$ cat config.mk
export PLATFORM = sky130hd
export DESIGN_NAME = palette_fog_tint_unit_flat
export DESIGN_NICKNAME = d
export VERILOG_FILES = /design/src/hdl/pft_pkg.sv /design/src/hdl/pft_in_if.sv /design/src/hdl/pft_out_if.sv /design/src/hdl/pft_cfg.sv /design/src/hdl/palette_fog_tint_unit.sv /design/src/flat_wrapper.sv
export SDC_FILE = /design/constraint.sdc
export NUM_CORES = 2
export LEC_CHECK = 0
export BUFFER_PORTS_ARGS = -buffer_cell sky130_fd_sc_hd__buf_4
export CORE_MARGIN = 4
export CORE_UTILIZATION = 26
export DETAILED_ROUTE_END_ITERATION = 10
export GPL_ROUTABILITY_DRIVEN = 0
export RECOVER_POWER = 100
export SLEW_MARGIN = 20
export SYNTH_ARGS = -nofsm -noshare
export SYNTH_HDL_FRONTEND = slang
export SYNTH_SLANG_ARGS = --single-unit
$ cat constraint.sdc
create_clock -name clk -period 19.1 [get_ports clk]
set_input_delay 5.73 -clock clk [delete_from_list [all_inputs] [get_ports clk]]
set_output_delay 5.73 -clock clk [all_outputs]
set_load 0.01 [all_outputs]
$ cat src/hdl/pft_pkg.sv
// ----------------------------------------------------------------------------
// pft_pkg
// shared types and constants of the palette fog tint unit
// ----------------------------------------------------------------------------
package pft_pkg;

	localparam int ENTRY_W    = 16;
	localparam int CFG_IDX_W  = 3;
	localparam int CFG_DATA_W = 32;

	localparam logic [CFG_IDX_W-1:0] REG_FOG_ENABLE   = 3'd0;
	localparam logic [CFG_IDX_W-1:0] REG_FOG_COLOR    = 3'd1;
	localparam logic [CFG_IDX_W-1:0] REG_DARKNESS     = 3'd2;
	localparam logic [CFG_IDX_W-1:0] REG_TINT_MODE    = 3'd3;
	localparam logic [CFG_IDX_W-1:0] REG_SHROUD_TINT  = 3'd4;
	localparam logic [CFG_IDX_W-1:0] REG_REMAP_SCALE  = 3'd5;
	localparam logic [CFG_IDX_W-1:0] REG_REMAP_OFFSET = 3'd6;

	localparam logic [7:0]  DARKNESS_RST    = 8'd180;
	localparam logic [23:0] REMAP_SCALE_RST = 24'hFF_FFFF;
	localparam logic        MODE_SHROUD     = 1'b0;
	localparam logic        MODE_REMAP      = 1'b1;

	typedef struct packed {
		logic        fog_enable;
		logic [23:0] fog_color;
		logic [7:0]  darkness;
		logic        tint_mode;
		logic [31:0] shroud_tint;
		logic [23:0] remap_scale;
		logic [23:0] remap_offset;
	} pft_cfg_t;

endpackage

$ cat src/hdl/pft_in_if.sv
// ----------------------------------------------------------------------------
// pft_in_if
// input channel: one palette entry per beat
// ----------------------------------------------------------------------------
interface pft_in_if;
	logic                        valid;
	logic                        ready;
	logic [pft_pkg::ENTRY_W-1:0] palette_entry;

	modport source (output valid, output palette_entry, input ready);
	modport sink (input valid, input palette_entry, output ready);
endinterface

$ cat src/hdl/pft_out_if.sv
// ----------------------------------------------------------------------------
// pft_out_if
// output channel: tinted entry and active flag per beat
// ----------------------------------------------------------------------------
interface pft_out_if;
	logic                        valid;
	logic                        ready;
	logic [pft_pkg::ENTRY_W-1:0] tinted_entry;
	logic                        tint_active;

	modport source (output valid, output tinted_entry, output tint_active, input ready);
	modport sink (input valid, input tinted_entry, input tint_active, output ready);
endinterface

$ cat src/hdl/pft_cfg.sv
// ----------------------------------------------------------------------------
// pft_cfg
// configuration register file, write only
// ----------------------------------------------------------------------------
module pft_cfg (
	input  logic                             clk,
	input  logic                             arst_n,
	input  logic                             wen,
	input  logic [pft_pkg::CFG_IDX_W-1:0]    idx,
	input  logic [pft_pkg::CFG_DATA_W-1:0]   wdata,
	output pft_pkg::pft_cfg_t                cfg
);
	import pft_pkg::*;

	pft_cfg_t cfg_q;

	always_ff @(posedge clk or negedge arst_n) begin
		if (!arst_n) begin
			cfg_q.fog_enable   <= 1'b0;
			cfg_q.fog_color    <= '0;
			cfg_q.darkness     <= DARKNESS_RST;
			cfg_q.tint_mode    <= MODE_SHROUD;
			cfg_q.shroud_tint  <= '0;
			cfg_q.remap_scale  <= REMAP_SCALE_RST;
			cfg_q.remap_offset <= '0;
		end else if (wen) begin
			unique case (idx)
				REG_FOG_ENABLE:   cfg_q.fog_enable   <= wdata[0];
				REG_FOG_COLOR:    cfg_q.fog_color    <= wdata[23:0];
				REG_DARKNESS:     cfg_q.darkness     <= wdata[7:0];
				REG_TINT_MODE:    cfg_q.tint_mode    <= wdata[0];
				REG_SHROUD_TINT:  cfg_q.shroud_tint  <= wdata;
				REG_REMAP_SCALE:  cfg_q.remap_scale  <= wdata[23:0];
				REG_REMAP_OFFSET: cfg_q.remap_offset <= wdata[23:0];
				default: ;
			endcase
		end
	end

	assign cfg = cfg_q;

endmodule

$ cat src/hdl/palette_fog_tint_unit.sv
// ----------------------------------------------------------------------------
// palette_fog_tint_unit
// tints rgba5551 palette entries toward fog or shroud colour, or remaps them
// ----------------------------------------------------------------------------
// Takes one palette entry every clock unless stalled and returns one result
// per entry. Stage one forms the 8x8 mixing and the remap products, stage two
// divides by 255, picks target colour and alpha and saturates the remap,
// stage three runs the signed lerp and registers the result for the mode.
// Each stage holds only while its successor is full, so bubbles close up and
// an entry is accepted while a finished result waits. Configuration is taken
// at once on a write and must only be changed while no entries are in flight.
// ----------------------------------------------------------------------------
module palette_fog_tint_unit (
	input  logic                           clk,
	input  logic                           arst_n,
	input  logic                           cfg_wen,
	input  logic [pft_pkg::CFG_IDX_W-1:0]  cfg_idx,
	input  logic [pft_pkg::CFG_DATA_W-1:0] cfg_wdata,
	pft_in_if.sink                         pix_in,
	pft_out_if.source                      pix_out
);
	import pft_pkg::*;

	function automatic logic [7:0] div255(input logic [16:0] x);
		logic [16:0] t;
		t = x + 17'd1 + 17'(x[16:8]);
		return t[15:8];
	endfunction

	function automatic logic [4:0] lerp5(input logic [4:0] c, input logic [4:0] f,
		input logic [7:0] a);
		logic signed [5:0]  d;
		logic signed [14:0] p;
		logic signed [14:0] pb;
		logic signed [6:0]  q;
		logic [6:0]         r;
		d  = $signed({1'b0, f}) - $signed({1'b0, c});
		p  = 15'(d) * $signed({7'd0, a});
		pb = p + (p[14] ? 15'sd255 : 15'sd0);
		q  = 7'(pb >>> 8);
		r  = {2'b00, c} + 7'(q);
		return r[4:0];
	endfunction

	function automatic logic [4:0] remap5(input logic [7:0] mn, input logic [12:0] p);
		logic [5:0] v;
		v = {1'b0, mn[7:3]} + {1'b0, p[12:8]};
		return v[5] ? 5'h1F : v[4:0];
	endfunction

	pft_cfg_t cfg;

	pft_cfg u_cfg (
		.clk   (clk),
		.arst_n(arst_n),
		.wen   (cfg_wen),
		.idx   (cfg_idx),
		.wdata (cfg_wdata),
		.cfg   (cfg)
	);

	logic [7:0] sa, nsa;
	logic [7:0] fog_r, fog_g, fog_b, sh_r, sh_g, sh_b;
	logic [4:0] cr, cg, cb;

	assign sa    = cfg.shroud_tint[7:0];
	assign nsa   = 8'd255 - sa;
	assign fog_r = cfg.fog_color[23:16];
	assign fog_g = cfg.fog_color[15:8];
	assign fog_b = cfg.fog_color[7:0];
	assign sh_r  = cfg.shroud_tint[31:24];
	assign sh_g  = cfg.shroud_tint[23:16];
	assign sh_b  = cfg.shroud_tint[15:8];
	assign cr    = pix_in.palette_entry[15:11];
	assign cg    = pix_in.palette_entry[10:6];
	assign cb    = pix_in.palette_entry[5:1];

	// stage enables
	logic v_s1, v_s2, v_s3;
	logic en1, en2, en3;

	assign en3 = !v_s3 || pix_out.ready;
	assign en2 = !v_s2 || en3;
	assign en1 = !v_s1 || en2;
	assign pix_in.ready = en1;

	always_ff @(posedge clk or negedge arst_n) begin
		if (!arst_n) begin
			v_s1 <= 1'b0;
			v_s2 <= 1'b0;
			v_s3 <= 1'b0;
		end else begin
			if (en1) v_s1 <= pix_in.valid;
			if (en2) v_s2 <= v_s1;
			if (en3) v_s3 <= v_s2;
		end
	end

	// stage 1: products
	logic [ENTRY_W-1:0] entry_s1;
	logic [15:0] pf_r_s1, pf_g_s1, pf_b_s1, pd_s1;
	logic [15:0] ps_r_s1, ps_g_s1, ps_b_s1, pa_s1;
	logic [12:0] pm_r_s1, pm_g_s1, pm_b_s1;

	always_ff @(posedge clk) begin
		if (en1) begin
			entry_s1 <= pix_in.palette_entry;
			pf_r_s1  <= 16'(fog_r) * 16'(nsa);
			pf_g_s1  <= 16'(fog_g) * 16'(nsa);
			pf_b_s1  <= 16'(fog_b) * 16'(nsa);
			pd_s1    <= 16'(cfg.darkness) * 16'(nsa);
			ps_r_s1  <= 16'(sh_r) * 16'(sa);
			ps_g_s1  <= 16'(sh_g) * 16'(sa);
			ps_b_s1  <= 16'(sh_b) * 16'(sa);
			pa_s1    <= 16'(sa) * 16'(sa);
			pm_r_s1  <= 13'(cr) * 13'(cfg.remap_scale[23:16]);
			pm_g_s1  <= 13'(cg) * 13'(cfg.remap_scale[15:8]);
			pm_b_s1  <= 13'(cb) * 13'(cfg.remap_scale[7:0]);
		end
	end

	// stage 2: mix, target select, remap
	logic [7:0] mix_r, mix_g, mix_b, mix_a;
	logic [7:0] tg_r, tg_g, tg_b, tg_a;

	assign mix_r = div255({1'b0, pf_r_s1} + {1'b0, ps_r_s1});
	assign mix_g = div255({1'b0, pf_g_s1} + {1'b0, ps_g_s1});
	assign mix_b = div255({1'b0, pf_b_s1} + {1'b0, ps_b_s1});
	assign mix_a = div255({1'b0, pd_s1} + {1'b0, pa_s1});

	always_comb begin
		priority if (sa == 8'd0) begin
			tg_r = fog_r;
			tg_g = fog_g;
			tg_b = fog_b;
			tg_a = cfg.darkness;
		end else if (cfg.fog_enable) begin
			tg_r = mix_r;
			tg_g = mix_g;
			tg_b = mix_b;
			tg_a = mix_a;
		end else begin
			tg_r = sh_r;
			tg_g = sh_g;
			tg_b = sh_b;
			tg_a = sa;
		end
	end

	logic [ENTRY_W-1:0] entry_s2, remap_s2;
	logic [4:0]         ft_r_s2, ft_g_s2, ft_b_s2;
	logic [7:0]         a_s2;

	always_ff @(posedge clk) begin
		if (en2) begin
			entry_s2 <= entry_s1;
			ft_r_s2  <= tg_r[7:3];
			ft_g_s2  <= tg_g[7:3];
			ft_b_s2  <= tg_b[7:3];
			a_s2     <= tg_a;
			remap_s2 <= {remap5(cfg.remap_offset[23:16], pm_r_s1),
				remap5(cfg.remap_offset[15:8], pm_g_s1),
				remap5(cfg.remap_offset[7:0], pm_b_s1), 1'b1};
		end
	end

	// stage 3: lerp and result select
	logic               ident, active;
	logic [ENTRY_W-1:0] lerp_res, res;

	assign ident = (cfg.remap_scale == REMAP_SCALE_RST) && (cfg.remap_offset == 24'd0);

	always_comb begin
		lerp_res = {lerp5(entry_s2[15:11], ft_r_s2, a_s2),
			lerp5(entry_s2[10:6], ft_g_s2, a_s2),
			lerp5(entry_s2[5:1], ft_b_s2, a_s2), 1'b1};
		unique case (cfg.tint_mode)
			MODE_SHROUD: begin
				active = cfg.fog_enable || (sa != 8'd0);
				res    = !active ? entry_s2 :
					(a_s2 == 8'd255) ? 16'h0001 : lerp_res;
			end
			MODE_REMAP: begin
				active = cfg.fog_enable || !ident;
				res    = active ? remap_s2 : entry_s2;
			end
			default: begin
				active = 1'b0;
				res    = entry_s2;
			end
		endcase
	end

	logic [ENTRY_W-1:0] tinted_s3;
	logic               active_s3;

	always_ff @(posedge clk) begin
		if (en3) begin
			tinted_s3 <= res;
			active_s3 <= active;
		end
	end

	assign pix_out.valid        = v_s3;
	assign pix_out.tinted_entry = tinted_s3;
	assign pix_out.tint_active  = active_s3;

`ifndef NO_ASSERTIONS
	a_hold_s3: assert property (@(posedge clk) disable iff (!arst_n)
		v_s3 && !pix_out.ready |=> v_s3 && $stable(tinted_s3) && $stable(active_s3))
		else $error("output beat changed while stalled");

	a_hold_s1: assert property (@(posedge clk) disable iff (!arst_n)
		v_s1 && !en2 |=> v_s1 && $stable(entry_s1))
		else $error("stage one lost its beat under stall");

	a_alpha_bit: assert property (@(posedge clk) disable iff (!arst_n)
		pix_out.valid && pix_out.tint_active |-> pix_out.tinted_entry[0])
		else $error("tinted entry without alpha bit");

	a_inactive: assert property (@(posedge clk) disable iff (!arst_n)
		pix_out.valid && !pix_out.tint_active && cfg.tint_mode == MODE_SHROUD
		|-> !cfg.fog_enable && sa == 8'd0)
		else $error("shroud mode inactive with fog or shroud alpha set");

	a_fill: assert property (@(posedge clk) disable iff (!arst_n)
		pix_in.valid && pix_in.ready |=> v_s1)
		else $error("accepted beat missing from stage one");
`endif

endmodule

$ cat src/flat_wrapper.sv
// flat-port wrapper written by rule: the top's interface ports become plain ports
module palette_fog_tint_unit_flat import pft_pkg::*;
  (clk, arst_n, cfg_wen, cfg_idx, cfg_wdata, pix_in_valid, pix_in_palette_entry, pix_in_ready, pix_out_valid, pix_out_tinted_entry, pix_out_tint_active, pix_out_ready);
  pft_in_if pix_in_i ();
  pft_out_if pix_out_i ();
  input  logic clk;
  input  logic arst_n;
  input  logic cfg_wen;
  input  logic [pft_pkg::CFG_IDX_W-1:0] cfg_idx;
  input  logic [pft_pkg::CFG_DATA_W-1:0] cfg_wdata;
  input wire logic [$bits(pix_in_i.valid)-1:0] pix_in_valid;
  input wire logic [$bits(pix_in_i.palette_entry)-1:0] pix_in_palette_entry;
  output wire logic [$bits(pix_in_i.ready)-1:0] pix_in_ready;
  output wire logic [$bits(pix_out_i.valid)-1:0] pix_out_valid;
  output wire logic [$bits(pix_out_i.tinted_entry)-1:0] pix_out_tinted_entry;
  output wire logic [$bits(pix_out_i.tint_active)-1:0] pix_out_tint_active;
  input wire logic [$bits(pix_out_i.ready)-1:0] pix_out_ready;
  assign pix_in_i.valid = pix_in_valid;
  assign pix_in_i.palette_entry = pix_in_palette_entry;
  assign pix_in_ready = pix_in_i.ready;
  assign pix_out_valid = pix_out_i.valid;
  assign pix_out_tinted_entry = pix_out_i.tinted_entry;
  assign pix_out_tint_active = pix_out_i.tint_active;
  assign pix_out_i.ready = pix_out_ready;
  palette_fog_tint_unit u_core (.clk(clk), .arst_n(arst_n), .cfg_wen(cfg_wen), .cfg_idx(cfg_idx), .cfg_wdata(cfg_wdata), .pix_in(pix_in_i), .pix_out(pix_out_i));
endmodule
Yosys cells after proc, flatten, opt, wreduce, memory -nomap -nowiden. Cells that the tools add are included.

Bits in latches: 0. Bits in registers: 371. ROM bits: 0. Output and inout bits: 19. Memory bits (writable): 0. Input port bits: 56. Word-level logic and storage cells: 117. Memories: 0.

Equal/unequal tests: 8. Reductions and logical operators: 21. Muxes and demuxes: 16. $mul: 14. Add/subtract/negate cells: 25. Bitwise gates (word level): 1. Div/mod/pow operators: 0. Shift operators: 0. Magnitude comparators: 0.

Operators by type and width (count): $mul A8 B8 Y16 (8); $mux W8 (11); $add A16 B16 Y17 (4); $add A16 B1 Y16 const B (4); $add A16 B9 Y16 (4); $mux W16 (3); $mul A6 B9 Y15 (3); $add A13 B13 Y13 (3); $mul A5 B8 Y13 (3); $pmux W16 S2 (1); $eq A24 B24 Y1 const B (1); $logic_not A24 Y1 (1); $add A5 B5 Y6 (3); $sub A5 B5 Y6 (3); $add A5 B5 Y5 (3); $reduce_and A2 Y1 (7); $eq A3 B3 Y1 const B (3); $eq A8 B8 Y1 const B (1); $logic_not A8 Y1 (1); $reduce_bool A8 Y1 (1); $sub A8 B8 Y8 const A (1); $eq A3 B2 Y1 const B (2); $logic_or A1 B1 Y1 (5); $logic_not A1 Y1 (4); 5 further kinds (5).

Longest topological paths before layout.
Depth after elaboration: 8. Gate-level depth with buffers: 41. Mapped depth without buffers: 41.

Hierarchy. Synthesis repeated with hierarchy kept, for this count alone.

Cell total of the unflattened synthesis: 4191. Area, all modules: 41970.3 um^2.

Modules (own cells, without submodules): palette_fog_tint_unit (area an instance 37404.6 um^2, instances 1, cells an instance 3944, sequential area each 6951.7 um^2); pft_cfg (area an instance 4565.6 um^2, instances 1, cells an instance 247, sequential area each 2887.8 um^2).

Worst setup path after synthesis. No wires, ideal clock.

Path kind: input port to output port. Start point: input pix_out_ready. End point: output pix_in_ready. Required time: 13.370 ns. Data arrival time: 10.211 ns. Slack: 3.159 ns. Cell stages on the path: 1. Path through: nand4b_1.

Longest elaborated chain between the ends: 3.

RTL lines: start, declared (RTL line flat_wrapper.sv:17) `input wire logic [$bits(pix_out_i.ready)-1:0] pix_out_ready;`; $logic_or A1 B1 Y1 (RTL line palette_fog_tint_unit.sv:82) `assign en3 = !v_s3 || pix_out.ready;`; $logic_or A1 B1 Y1 (RTL line palette_fog_tint_unit.sv:83) `assign en2 = !v_s2 || en3;`; $logic_or A1 B1 Y1 (RTL line palette_fog_tint_unit.sv:84) `assign en1 = !v_s1 || en2;`; end, declared (RTL line flat_wrapper.sv:13) `output wire logic [$bits(pix_in_i.ready)-1:0] pix_in_ready;`.

Every way passes these cells.

Worst setup path after layout. Same ends and word-level chain as after synthesis.

==> metrics.yaml <==
finalSetupViolCount: 0
synth_async_sr_flop_share: 0.3382
fin_crit_ps: 12550
crit_slowest_cell: "clkbuf_1"
grt_max_degree: 61
port_buffers: 74
die_w_um: 407.9
hold_path_class: "reg2reg"
hold_buffers: 0
finClkSkew_ps: 18.32
worstSkewPairLatency_ps: 590
globalRouteOverflowTotal: 0
via_count: 28870
dieArea_mm2: 0.1664
status: "complete, but fails checks"
initial_core_util: 0.2619
grt_pass1_vias: 29740
yosysUniqueCellTypes: 83
dr.pass1.iters: 5
numCtsBuffers: 42
drive_gt1_frac: 0.07052
die_h_um: 407.9
worst_pin_slew_ps: 3575
synth_area_per_cell_um2: 9.933
cp.depth: 4
reg2regPathDepth: 37
slowest_delay_ps: 660
fin_setup_tns_ps: 0
synth_nets: 5244
synth-edff-count: 229
holdPathStages: 0
coreArea_mm2: 0.1587
via_per_inst: 4.573
cap_violations: 10
cp.arrival_ps: 6820
cts-root-buf: "clkbuf_16"
min_period_over_period: 0.6570
antenna_found_initial: 9
io_pins: 75
htreeDepth: 2
routed_wl_um: 98420
ys_warn_count: 0
path_clk_slew_ps: 60
crit_fanout: 7
start_kind: "input port"
cts_resized: 0
grt_usage: 0.1174
wl_per_cell_um: 15.59
cp_num_buf_inv: 3
antenna_left: 0
crit_family: "buffers and inverters"
final_nets: 5264
violations: "max-capacitance violations, max-slew violations"
fmax_mhz: 79.70
drt_iter0_drc: 1449
synth_flop_cell: "edfxtp_1"
critPathRequiredTime_ps: 13370
row_count: 146
hold_viol: 0
netlist_area_mm2: 0.04158
cts_sinks: 346
ctsLongestPathBuffers: 3
dp_hpwl_um: 77220
cts_tree: "yes"
synthCells: 4186
grt_pass1_wl_um: 159000
synth_seq_cells: 346
cpMostUsedCell: "clkbuf_1"
slew_violations: 463
relSlewSlack: -1.383
synth-seq-area-share: 0.2366
worstPathCellList: "clkbuf_4, nand4b_1, clkbuf_1, clkbuf_1"
drc_errors: 0
crit_type: "in2out"
n_fill_cell: 16470
cts_setup_buffers: 0
endpoint_kind: "primary output"
syn_to_final_growth_pct: 9.809
grt_setup_unrepaired: "no"
==> cell type report <==
cell class              instances  area, um^2  area share
multi-input cells            3109       28930      0.6337
flip-flops and latches        346        9847      0.2157
well taps                    2072        2592     0.05678
inverters                     603        2263     0.04957
clock buffers                  50        1122     0.02458
repair buffers                104       585.6     0.01282
clock inverters                28       311.5    0.006823
diodes                          2       5.005   0.0001096
==> state kept, by name, indices dropped and copies added (netlist names), 5 cells and up <==
name,flops
u_core.entry_s1,16
u_core.pix_out.tinted_entry,16
u_core.u_cfg.cfg,114
u_core.pa_s1,15
u_core.ft_b_s2,5
u_core.entry_s2,16
u_core.pm_g_s1,5
u_core.remap_s2,15
u_core.pf_r_s1,16
u_core.ps_b_s1,16
u_core.ps_g_s1,16
u_core.ft_g_s2,5
u_core.pm_r_s1,5
u_core.pm_b_s1,5
u_core.pf_b_s1,16
u_core.pd_s1,16
u_core.ft_r_s2,5
u_core.pf_g_s1,16
u_core.a_s2,8
u_core.ps_r_s1,16
==> path summary, 6_finish.rpt <==
kind	endpoint	slack, ps	from
min	u_core.entry_s2[1]	420	u_core.entry_s1[1]
max reg2reg	u_core.pix_out.tinted_entry[10]	10250	u_core.entry_s2[7]
min in group asynchronous	u_core.u_cfg.cfg[74]	6330	arst_n
max	pix_in_ready	6550	pix_out_ready
max in group asynchronous	u_core.u_cfg.cfg[54]	7920	arst_n
min reg2reg	u_core.entry_s2[1]	420	u_core.entry_s1[1]
==> per-layer routing <==
layer | track usage | up-vias | share of wire
met4 | 0.04057 | 2 | 0.035
met2 | 0.2099 | 431 | 0.50
met5 | 0 | - | 0.00018
li1 | - | 13880 | -
met3 | 0.01228 | 139 | 0.029
met1 | 0.1467 | 14420 | 0.44
==> cell usage after synthesis (19+ instances only) <==
cell | number | share of area
nand3_1 | 28 | 0.0034
mux2_2 | 116 | 0.031
ha_1 | 587 | 0.18
clkbuf_1 | 109 | 0.0098
fa_1 | 415 | 0.20
nand2_1 | 316 | 0.029
xnor2_1 | 162 | 0.034
o21ai_0 | 111 | 0.013
dfstp_2 | 28 | 0.018
inv_1 | 603 | 0.054
nor2b_1 | 207 | 0.031
nor3_1 | 48 | 0.0058
and2_1 | 251 | 0.038
a21oi_1 | 132 | 0.016
a21boi_0 | 26 | 0.0047
nor2_1 | 186 | 0.017
xor2_1 | 64 | 0.013
o21a_1 | 27 | 0.0049
o21bai_1 | 19 | 0.0034
nand2b_1 | 90 | 0.014
edfxtp_1 | 229 | 0.17
a21o_1 | 63 | 0.011
dfrtp_1 | 89 | 0.054
==> cells by family (layout without fill, tap and decap cells) <==
kind of cell / count (synthesis) / after routing / synth area share
AO/OA/AOI/OAI: 517 / 517 / 0.08287
XOR/XNOR: 226 / 226 / 0.04760
adder cells (fa/ha/maj): 1002 / 1002 / 0.3764
buffers and inverters: 731 / 785 / 0.06626
flip-flops: 346 / 346 / 0.2366
multiplexers: 123 / 123 / 0.03310
other: 0 / 2 / 0
AND/OR/NAND/NOR: 1241 / 1241 / 0.1571
==> cells in the final DEF, fill, tap and decap left out, types with 11 or more instances in the layout <==
cell type    n
dfrtp_1     83
a21oi_1    132
dfstp_2     28
o31ai_1     14
a21boi_0    26
clkbuf_1    57
nor2b_1    207
o31a_1      11
inv_1      603
and3_1      14
nand3_1     28
o21ai_0    112
o21bai_1    19
o41ai_1     18
nand2b_1    90
xor2_1      64
edfxtp_1   229
nor4_1      18
o21a_1      27
clkbuf_16   43
mux2_2     115
nand2_1    316
nor3b_1     12
xnor2_1    162
a31oi_1     11
or2_2       15
fa_1       415
ha_1       587
buf_4       50
nor2_1     185
a211oi_1    13
and2_0      13
and2_1     238
nor3_1      50
a21o_1      63
nand4_1     17
==> per-stage QoR <==
step | area [um^2] | hold slack [ps] | instances | utilization | setup WS (ps)
after CTS | 45930 | 418.9 | 6312 | 0.2894 | 6961
after detailed placement | 44500 | 404.5 | 6234 | 0.2803 | 6963
final | 45660 | 418.3 | 6314 | 0.2876 | 6552
after global routing | 45660 | 424.0 | 6313 | 0.2876 | 6489
after floorplan | 41580 | 400.3 | 4186 | - | 3159
after global placement | 44500 | 404.3 | 6234 | 0.2803 | 6923
Power is left out: the tool's default activity adds up to more than one toggle a clock period on the data nets, which glitch-free logic cannot reach.
